==> src/hdl/dnle_pkg.sv <==
`timescale 1ns / 1ps
package dnle_pkg;

	localparam logic OP_CHAR   = 1'b0;
	localparam logic OP_FINISH = 1'b1;

	localparam logic [7:0] DOT_CHAR = 8'd46;

	typedef struct packed {
		logic       op;
		logic [7:0] char_byte;
	} req_t;

	typedef struct packed {
		logic [7:0] first_byte;
		logic [7:0] second_byte;
		logic [1:0] pair_count;
		logic       error_flag;
		logic       run_end;
	} rsp_t;

	// controller to datapath
	typedef struct packed {
		logic store_wr;
		logic ovf_set;
		logic ovf_clr;
		logic len_clr;
		logic flush_start;
		logic k_inc;
		logic cap_first;
		logic cap_second;
		logic load_err;
		logic load_pair;
	} ctrl_cmd_t;

	// datapath to controller
	typedef struct packed {
		logic is_finish;
		logic is_dot;
		logic len_full;
		logic ovf;
		logic more;
		logic out_free;
	} ctrl_sts_t;

endpackage

==> src/hdl/dnle_datapath.sv <==
`timescale 1ns / 1ps
module dnle_datapath #(
	parameter int MAX_LABEL = 63
) (
	input  logic               clk,
	input  logic               arst_n,
	input  dnle_pkg::req_t     req_data,
	input  dnle_pkg::ctrl_cmd_t cmd,
	output dnle_pkg::ctrl_sts_t sts,
	input  logic               rsp_ready,
	output logic               rsp_valid,
	output dnle_pkg::rsp_t     rsp_data
);
	import dnle_pkg::*;

	localparam int AW = (MAX_LABEL > 1) ? $clog2(MAX_LABEL) : 1;
	localparam int LW = $clog2(MAX_LABEL + 1);
	localparam int KW = $clog2(MAX_LABEL + 3);

	localparam logic [1:0] SRC_LEN  = 2'd0;
	localparam logic [1:0] SRC_MEM  = 2'd1;
	localparam logic [1:0] SRC_ZERO = 2'd2;

	logic [7:0]    mem_q [MAX_LABEL];
	logic [LW-1:0] len_q;
	logic          ovf_q;
	logic [KW-1:0] k_q;
	logic [KW-1:0] total_q;
	logic [7:0]    rdata_q;
	logic [1:0]    src_q;
	logic [7:0]    first_q;
	logic [7:0]    second_q;
	logic          two_q;
	logic          rsp_valid_q;
	rsp_t          rsp_data_q;

	logic [AW-1:0] rd_addr;
	logic [1:0]    src_next;
	logic [7:0]    byte_val;
	logic [KW-1:0] len_ext;
	logic          fin_extra;

	assign len_ext   = KW'(len_q);
	assign rd_addr   = AW'(k_q - KW'(1));
	assign fin_extra = (req_data.op == OP_FINISH) && (len_q != '0);

	always_comb begin
		if (k_q == '0) begin
			src_next = SRC_LEN;
		end else if (k_q <= len_ext) begin
			src_next = SRC_MEM;
		end else begin
			src_next = SRC_ZERO;
		end
	end

	always_comb begin
		unique case (src_q)
			SRC_LEN: byte_val = 8'(len_q);
			SRC_MEM: byte_val = rdata_q;
			default: byte_val = 8'd0;
		endcase
	end

	// label store, one write and one registered read port
	always_ff @(posedge clk) begin
		if (cmd.store_wr) begin
			mem_q[AW'(len_q)] <= req_data.char_byte;
		end
		rdata_q <= mem_q[rd_addr];
		src_q   <= src_next;
	end

	always_ff @(posedge clk or negedge arst_n) begin
		if (!arst_n) begin
			len_q   <= '0;
			ovf_q   <= 1'b0;
			k_q     <= '0;
			total_q <= '0;
		end else begin
			if (cmd.len_clr) begin
				len_q <= '0;
			end else if (cmd.store_wr) begin
				len_q <= len_q + LW'(1);
			end
			if (cmd.ovf_clr) begin
				ovf_q <= 1'b0;
			end else if (cmd.ovf_set) begin
				ovf_q <= 1'b1;
			end
			if (cmd.flush_start) begin
				k_q     <= '0;
				total_q <= len_ext + KW'(1) + KW'(fin_extra);
			end else if (cmd.k_inc) begin
				k_q <= k_q + KW'(1);
			end
		end
	end

	always_ff @(posedge clk) begin
		if (cmd.cap_first) begin
			first_q  <= byte_val;
			second_q <= 8'd0;
			two_q    <= 1'b0;
		end else if (cmd.cap_second) begin
			second_q <= byte_val;
			two_q    <= 1'b1;
		end
	end

	// output register parts the result side from the sequencer
	always_ff @(posedge clk or negedge arst_n) begin
		if (!arst_n) begin
			rsp_valid_q <= 1'b0;
		end else if (cmd.load_err || cmd.load_pair) begin
			rsp_valid_q <= 1'b1;
		end else if (rsp_ready) begin
			rsp_valid_q <= 1'b0;
		end
	end

	always_ff @(posedge clk) begin
		if (cmd.load_err) begin
			rsp_data_q.first_byte  <= 8'd0;
			rsp_data_q.second_byte <= 8'd0;
			rsp_data_q.pair_count  <= 2'd1;
			rsp_data_q.error_flag  <= 1'b1;
			rsp_data_q.run_end     <= 1'b1;
		end else if (cmd.load_pair) begin
			rsp_data_q.first_byte  <= first_q;
			rsp_data_q.second_byte <= second_q;
			rsp_data_q.pair_count  <= two_q ? 2'd2 : 2'd1;
			rsp_data_q.error_flag  <= 1'b0;
			rsp_data_q.run_end     <= (k_q == total_q);
		end
	end

	assign rsp_valid = rsp_valid_q;
	assign rsp_data  = rsp_data_q;

	assign sts.is_finish = (req_data.op == OP_FINISH);
	assign sts.is_dot    = (req_data.char_byte == DOT_CHAR);
	assign sts.len_full  = (len_q == LW'(MAX_LABEL));
	assign sts.ovf       = ovf_q;
	assign sts.more      = (k_q != total_q);
	assign sts.out_free  = !rsp_valid_q || rsp_ready;

`ifndef SYNTHESIS
	a_len_bound: assert property (@(posedge clk) disable iff (!arst_n)
		len_q <= LW'(MAX_LABEL))
		else $error("label length past limit");
	a_no_store_after_ovf: assert property (@(posedge clk) disable iff (!arst_n)
		cmd.store_wr |-> !ovf_q && !sts.len_full)
		else $error("character stored while label is full or rejected");
	a_no_overwrite: assert property (@(posedge clk) disable iff (!arst_n)
		(cmd.load_err || cmd.load_pair) |-> (!rsp_valid_q || rsp_ready))
		else $error("result register overwritten before transfer");
	a_err_shape: assert property (@(posedge clk) disable iff (!arst_n)
		cmd.load_err |=> rsp_valid_q && rsp_data_q.run_end && rsp_data_q.pair_count == 2'd1)
		else $error("error result malformed");
	a_k_bound: assert property (@(posedge clk) disable iff (!arst_n)
		k_q <= total_q)
		else $error("byte index ran past end of flush");
`endif

endmodule

==> src/hdl/dnle_ctrl.sv <==
`timescale 1ns / 1ps
module dnle_ctrl (
	input  logic                clk,
	input  logic                arst_n,
	input  logic                req_valid,
	output logic                req_ready,
	input  dnle_pkg::ctrl_sts_t sts,
	output dnle_pkg::ctrl_cmd_t cmd
);
	import dnle_pkg::*;

	localparam logic [2:0] ST_IDLE  = 3'd0;
	localparam logic [2:0] ST_RD    = 3'd1;
	localparam logic [2:0] ST_CAP_A = 3'd2;
	localparam logic [2:0] ST_CAP_B = 3'd3;
	localparam logic [2:0] ST_EMIT  = 3'd4;

	logic [2:0] state_q;
	logic [2:0] state_d;
	logic       accept;

	assign req_ready = (state_q == ST_IDLE) && sts.out_free;
	assign accept    = req_valid && req_ready;

	always_comb begin
		cmd     = '0;
		state_d = state_q;
		unique case (state_q)
			ST_IDLE: begin
				if (accept) begin
					priority if (sts.is_finish) begin
						if (sts.ovf) begin
							cmd.ovf_clr = 1'b1;
							cmd.len_clr = 1'b1;
						end else begin
							cmd.flush_start = 1'b1;
							state_d         = ST_RD;
						end
					end else if (sts.ovf) begin
						// rest of a rejected name is dropped
					end else if (sts.is_dot) begin
						cmd.flush_start = 1'b1;
						state_d         = ST_RD;
					end else if (sts.len_full) begin
						cmd.load_err = 1'b1;
						cmd.ovf_set  = 1'b1;
					end else begin
						cmd.store_wr = 1'b1;
					end
				end
			end
			ST_RD: begin
				cmd.k_inc = 1'b1;
				state_d   = ST_CAP_A;
			end
			ST_CAP_A: begin
				cmd.cap_first = 1'b1;
				if (sts.more) begin
					cmd.k_inc = 1'b1;
					state_d   = ST_CAP_B;
				end else begin
					state_d = ST_EMIT;
				end
			end
			ST_CAP_B: begin
				cmd.cap_second = 1'b1;
				state_d        = ST_EMIT;
			end
			ST_EMIT: begin
				if (sts.out_free) begin
					cmd.load_pair = 1'b1;
					if (sts.more) begin
						// next read overlaps the transfer of this pair
						cmd.k_inc = 1'b1;
						state_d   = ST_CAP_A;
					end else begin
						cmd.len_clr = 1'b1;
						state_d     = ST_IDLE;
					end
				end
			end
			default: begin
				state_d = ST_IDLE;
			end
		endcase
	end

	always_ff @(posedge clk or negedge arst_n) begin
		if (!arst_n) begin
			state_q <= ST_IDLE;
		end else begin
			state_q <= state_d;
		end
	end

endmodule

==> src/hdl/dns_name_label_encoder_unit.sv <==
// sequence: a character is stored with no result; an error result is valid the cycle
// after its transfer; a dot or finish flushes via the read, capture and emit states,
// skipping the second capture for a single byte; throughput: one stored character per
// cycle while idle with the output free; a flush reads the single-port store once per
// byte and takes no new request until done; reset: arst_n clears length, overflow flag,
// sequencer and output valid; the label store is not cleared and needs no clearing pass
`timescale 1ns / 1ps
module dns_name_label_encoder_unit #(
	parameter int MAX_LABEL = 63
) (
	input  logic           clk,
	input  logic           arst_n,
	input  logic           req_valid,
	output logic           req_ready,
	input  dnle_pkg::req_t req_data,
	output logic           rsp_valid,
	input  logic           rsp_ready,
	output dnle_pkg::rsp_t rsp_data
);
	import dnle_pkg::*;

	ctrl_cmd_t cmd;
	ctrl_sts_t sts;

	dnle_ctrl u_ctrl (
		.clk       (clk),
		.arst_n    (arst_n),
		.req_valid (req_valid),
		.req_ready (req_ready),
		.sts       (sts),
		.cmd       (cmd)
	);

	dnle_datapath #(
		.MAX_LABEL (MAX_LABEL)
	) u_datapath (
		.clk       (clk),
		.arst_n    (arst_n),
		.req_data  (req_data),
		.cmd       (cmd),
		.sts       (sts),
		.rsp_ready (rsp_ready),
		.rsp_valid (rsp_valid),
		.rsp_data  (rsp_data)
	);

endmodule
==> config.mk <==
export PLATFORM = sky130hd
export DESIGN_NAME = dns_name_label_encoder_unit
export DESIGN_NICKNAME = d
export VERILOG_FILES = /design/src/hdl/dnle_pkg.sv /design/src/hdl/dnle_datapath.sv /design/src/hdl/dnle_ctrl.sv /design/src/hdl/dns_name_label_encoder_unit.sv
export SDC_FILE = /design/constraint.sdc
export NUM_CORES = 1
export LEC_CHECK = 0
export BUFFER_PORTS_ARGS = -buffer_cell sky130_fd_sc_hd__buf_4
export CORE_MARGIN = 1.5
export CORE_UTILIZATION = 65
export CTS_CLUSTER_DIAMETER = 60
export DETAILED_ROUTE_END_ITERATION = 16
export HOLD_SLACK_MARGIN = 0.08
export PLACE_DENSITY = 0.82
export SYNTH_ARGS = -nofsm -noshare
export SYNTH_HDL_FRONTEND = slang
export SYNTH_SLANG_ARGS = --single-unit
==> constraint.sdc <==
create_clock -name clk -period 8.55 [get_ports clk]
set_input_delay 0.4275 -clock clk [delete_from_list [all_inputs] [get_ports clk]]
set_output_delay 0.4275 -clock clk [all_outputs]
set_load 0.01 [all_outputs]
# ---- After elaboration in Yosys (flattened, before gate mapping)
# Memory sizes are Yosys's and may differ from the RTL's. A register that Yosys moved wholly into a read port is not among the register bits.
# Index checks and enable logic that the tools add are counted.
dict set report word_totals {
  n_memories 1
  ram_bits 504
  regBits 64
  wordCells 101
  output_inout_bits 22
  in_bits 13
}
# memory depth word_bits rd rd_clocked_by_memory_dff wr line
set memory_table {}
lappend memory_table {u_datapath.mem_q 63 8 1 1 1 dnle_datapath.sv:24} ;# logic [7:0] mem_q [MAX_LABEL];
dict set report classes {
  add_sub_neg 5
  muxes 51
  n_eq_ne 13
  reduce_logical 15
  order_cmp 1
}
# op n
set op_table {}
lappend op_table {{$mux W1} 26}
lappend op_table {{$mux W3} 8}
lappend op_table {{$mux W2} 8}
lappend op_table {{$pmux W8 S2} 1}
lappend op_table {{$pmux W3 S5} 1}
lappend op_table {{$mux W7} 2}
lappend op_table {{$mux W6} 2}
lappend op_table {{$eq A8 B6 Y1 const B} 1}
lappend op_table {{$reduce_bool A2 Y1} 4}
lappend op_table {{$add A6 B1 Y7 const B} 1}
lappend op_table {{$add A7 B1 Y7} 1}
lappend op_table {{$add A7 B1 Y7 const B} 1}
lappend op_table {{$eq A7 B7 Y1} 1}
lappend op_table {{$le A7 B6 Y1} 1}
lappend op_table {{$logic_not A7 Y1} 1}
lappend op_table {{$ne A7 B7 Y1} 1}
lappend op_table {{$add A6 B1 Y6 const B} 1}
lappend op_table {{$eq A3 B2 Y1 const B} 2}
lappend op_table {{$eq A6 B6 Y1 const B} 1}
lappend op_table {{$reduce_bool A6 Y1} 1}
lappend op_table {{$sub A6 B1 Y6 const B} 1}
lappend op_table {{$mux W5} 1}
lappend op_table {{$ne A2 B1 Y1 const B} 2}
lappend op_table {{$reduce_and A4 Y1} 1}
lappend op_table {{12 further kinds} 15}

# ---- Logic depth before layout (Yosys ltp)
dict set report logic_depth {
  depth_word 9
  ltp_mapped 13
  depth_no_buf 9
}

# ---- Cells and area by module
# A second synthesis with hierarchy kept.
dict set report unflattened {
  cells_unflattened 1321
  hier_area_um2 23440.0
}
# mod area_per_inst_um2 seq_area_each_um2 instances cells_per_inst
set by_module_without_submodules {}
lappend by_module_without_submodules {dnle_datapath 23152.2 16706.0 1 1290}
lappend by_module_without_submodules {dnle_ctrl 287.8 75.1 1 31}

# ---- Worst setup path before layout
# OpenSTA, ideal clock, no wires.
dict set report synth_timing {
  kind {reg2reg}
  startpoint {register u_datapath.k_q[0]}
  endpoint {register u_datapath.rdata_q[0], read port of u_datapath.mem_q}
  t_arrival_ps 3415
  stages_incl_launch_ff 12
  setup_time_ps 134
  synth_period_minus_slack_ps 3549
  path_buffers 4
  path_slack_ps 5001
  required_ps 8416
  path_cell_list {dfrtp_1 > buf_4 > buf_6 > inv_2 > buf_1 > ha_1 > xor2_4 > buf_2 > mux4_2 > mux2i_1 > o22ai_1 > or4_1}
}
dict set report synth_via {
  elab_chain_len 1
}
# item line
set synth_rtl {}
lappend synth_rtl {{start: declaration} dnle_datapath.sv:27} ;# logic [KW-1:0] k_q;
lappend synth_rtl {{start signal: assignment} dnle_datapath.sv:95} ;# k_q <= k_q + KW'(1);
lappend synth_rtl {{$sub A6 B1 Y6} dnle_datapath.sv:44} ;# assign rd_addr = AW'(k_q - KW'(1));
lappend synth_rtl {{end: declaration} dnle_datapath.sv:29} ;# logic [7:0] rdata_q;
# Every way passes these cells.
# A chain may end at the register's enable or synchronous reset.

# ---- Final worst setup path
dict set report layout_timing {
  startpoint {register u_datapath.k_q[0]}
  endpoint {register u_datapath.rdata_q[5], read port of u_datapath.mem_q}
}
# The elaborated chain is that of the path after synthesis.

==> flow_summary.ini <==
[setup_path]
crit_fanout = 54
path_class = register to register
critPathBufInv = 3
slowest_stage = buf_4
critPathMaxStageDelay_ns = 0.81
cp_common_cell = buf_4
ff2ff_setup_slack_ns = 3.77
cp_top_family = buffers and inverters
start_kind = register
cp.arrival_ns = 5.27
required_ns = 9.04
cp_cell_sequence = inv_2 -> ha_4 -> xor2_4 -> buf_4 -> buf_4 -> mux4_2 -> mux2i_1 -> o22ai_1 -> or4_1
cp-end-kind = register

[sta]
tightest_slew_ns = 1.24
maxSlewViolCount = 0
rsz0062_at_grt = false
tns_ns = 0
setup_viol_count_final = 0
finalCritPeriodShare = 0.559
finalHoldViolCount = 0
skew_ns = 0.0318
min_period_ns = 4.78
fmax_mhz = 209
relSlewSlack = 0.168

[drt]
drc = 0
wirelength_mm = 51.4
avgRoutedWirePerCell_um = 28.3
vias = 12300
ant_nets = 0
drtPass1Iterations = 6
first_iter_violations = 1664
viasPerCell = 6.80

[clock_network]
cts_tree = yes
clock-sinks = 576
cts_root_buffer = clkbuf_16
clock_latency_ns = 0.63
ctsResizeCount = 0
clk_path_buf_depth = 3
cts-buffers-inserted = 56
cts_max_level = 2
clk_pin_slew_ns = 0.06

[floorplan]
ioPinCount = 35
die_area_sq_mm = 0.0364
core_area_sq_mm = 0.0346
placementRows = 68
die_h_um = 191
die_x_um = 191
start_util = 0.663

[hold_path]
hold_path.class = input pin to register

[logic_synthesis]
synthesis.nets = 1294
synth_largest_area_cell = edfxtp_1
synth_flop_cell = edfxtp_1
synth_edf_count = 512
synth.area.top_cells = edfxtp_1 67%, mux4_2 12%, dfxtp_1 3.4%, dfrtp_1 2.7%, mux2i_1 2.6%
synth.top_cell.area_share = 0.670
yosysWarnings = 0
synth-seq-cells = 576
syn_inst = 1269
netlist_area_sq_mm = 0.0229
ys_seq_area_frac = 0.731
syn_avg_cell_area_sq_um = 18.1
ys_async_sr_fraction = 0.0434
synth_cell_types = 58

[global_route]
grt_pass1_wl_mm = 76.0
grt_max_degree = 79
gr-total-overflow = 0
antenna_found_initial = 0
grt_usage = 0.291
grt_pass1_vias = 12000

[run_status]
status = finished, final reports clean

[pwr]
internal_power_mw = 5.90
power.share.clock = 0.269
power.density_mw_per_mm2 = 351
peakVddDrop_v = 0.000279
p_leak_nw = 8.42
power_mw = 8.91
switching_share = 0.337
share_seq_of_total_power = 0.380
p_comb_frac = 0.351
p_sw_mw = 3.01

[run]
drv_cap = 0

[placed_design]
portBuffers = 34
hpwl_mm = 30.1
gp_congestion = 0.907

[layout]
nets = 1336
final_layout_size_suffix_gt1_frac = 0.202
syn_to_final_growth_pct = 10.7
through the flow:
stage	cells	area (sq um)	setup WS (ns)	utilization	hold WS, ns
finish	1815	25400	3.77	0.734	0.163
global route	1814	25400	3.56	0.734	0.179
detailed placement	1707	23600	3.77	0.681	0.360
global placement	1707	23600	3.89	0.681	0.358
CTS	1814	25400	3.73	0.734	0.140
floorplan	1269	22900	5.00	-	0.132
cell families after synthesis:
group	count (synthesis)	share of synthesized area
flip-flops	576	0.731
AND/OR/NAND/NOR	272	0.0544
multiplexers	180	0.144
AO/OA/AOI/OAI	132	0.0397
buffers and inverters	79	0.0164
XOR/XNOR	18	0.00769
adder cells (fa/ha/maj)	12	0.00654
cell usage after synthesis, types with 3 or more instances:
cell type	instances
clkbuf_1	34
or4_1	8
a211o_1	3
mux2i_1	60
o22ai_1	17
buf_2	16
nand2_1	97
nor4_1	8
dfxtp_1	39
a22o_1	8
inv_1	13
nor2_1	94
or3b_2	3
nor2b_1	6
nor3_1	13
a21o_1	3
xor2_1	7
o21ai_0	21
and3_1	5
o21ai_1	3
dfrtp_1	25
edfxtp_1	512
nand2b_1	3
a211oi_1	16
buf_6	6
and4_1	3
mux4_2	120
xnor2_1	10
a221o_1	9
nand3b_1	3
ha_1	12
buf_1	5
a32oi_1	5
a311oi_1	8
a21oi_1	26
nand3_1	14
buf_4	4
worst min-delay path: stages:
cell,delay [ns]
buf_4,0.09
nand4_1,0.09
o21a_1,0.12
worst paths after layout:
check,from,end,cells after the start
setup reg to reg,u_datapath.k_q[0]$_DFFE_PN0P_,u_datapath.rdata_q[5]$_DFF_P_,9
min in group asynchronous,arst_n,u_datapath.len_q[0]$_DFFE_PN0P_,2
setup / recovery,u_datapath.k_q[0]$_DFFE_PN0P_,u_datapath.rdata_q[5]$_DFF_P_,9
max in group asynchronous,arst_n,u_datapath.k_q[0]$_DFFE_PN0P_,2
hold reg to reg,u_datapath.rsp_data[15]$_SDFFE_PP0P_,u_datapath.rsp_data[15]$_SDFFE_PP0P_,2
hold / removal,req_data[8],u_datapath.ovf_q$_DFFE_PN0P_,3
per-layer routing:
metal | share of wire | wire length, um | global-route usage | vias up
met1 | 0.39 | 19900 | 0.424 | 6217
met5 | 0 | 0 | 0 | -
met4 | 0.044 | 2240 | 0.133 | 0
met3 | 0.10 | 5180 | 0.0512 | 128
met2 | 0.47 | 24100 | 0.437 | 808
li1 | - | - | - | 5187
layout by cell type (no fill, tap or decap), drive strengths merged, types with 3 or more instances in the layout:
| cell | count |
|---|---|
| edfxtp | 512 |
| mux4 | 120 |
| nand2 | 97 |
| nor2 | 94 |
| clkbuf | 66 |
| mux2i | 60 |
| buf | 48 |
| dfxtp | 39 |
| clkinv | 31 |
| a21oi | 26 |
| dfrtp | 25 |
| o21ai | 24 |
| o22ai | 17 |
| a211oi | 16 |
| inv | 15 |
| nand3 | 14 |
| nor3 | 13 |
| ha | 12 |
| xnor2 | 10 |
| a221o | 9 |
| nor4 | 9 |
| a311oi | 8 |
| or4 | 8 |
| a22o | 8 |
| xor2 | 8 |
| nor2b | 6 |
| a32oi | 5 |
| and3 | 5 |
| clkinvlp | 5 |
| nand3b | 3 |
| nand2b | 3 |
| a211o | 3 |
| or3b | 3 |
| and4 | 3 |
| a21o | 3 |
| bufinv | 3 |
power by group through the flow:
stage / registers [mW] / logic (mW) / clock network, mW
finish: 3.39 / 3.12 / 2.40
global route: 3.41 / 3.30 / 2.52
CTS: 3.39 / 3.10 / 2.41
detailed placement: 3.44 / 3.06 / 0
global placement: 3.44 / 3.00 / 0
floorplan: 3.36 / 2.25 / 0
repair_timing:
item	in CTS	in global routing
buffers inserted	0	0
endpoints found under the hold margin	25	0
hold buffers	1	0
area by class of cell:
cell class / instances / area [sq um]
clock buffer: 66 / 1480
fill: 1938 / 9220
antenna: 1 / 2.50
timing repair buffer: 49 / 370
sequential: 576 / 16800
multi-input combinational: 614 / 5830
clock inverter: 40 / 323
inverter: 14 / 52.6
tap: 455 / 569
registers in the layout, indices dropped and copies added, names as in the netlist, 2 cells and up:
| register | count |
|---|---|
| u_datapath.first_q | 8 |
| u_datapath.rdata_q | 8 |
| u_datapath.src_q | 2 |
| u_ctrl.state_q | 3 |
| u_datapath.total_q | 7 |
| u_datapath.mem_q | 504 |
| u_datapath.second_q | 8 |
| u_datapath.len_q | 6 |
| u_datapath.k_q | 7 |
| u_datapath.rsp_data | 20 |
Power figures use the tool's default switching activity.
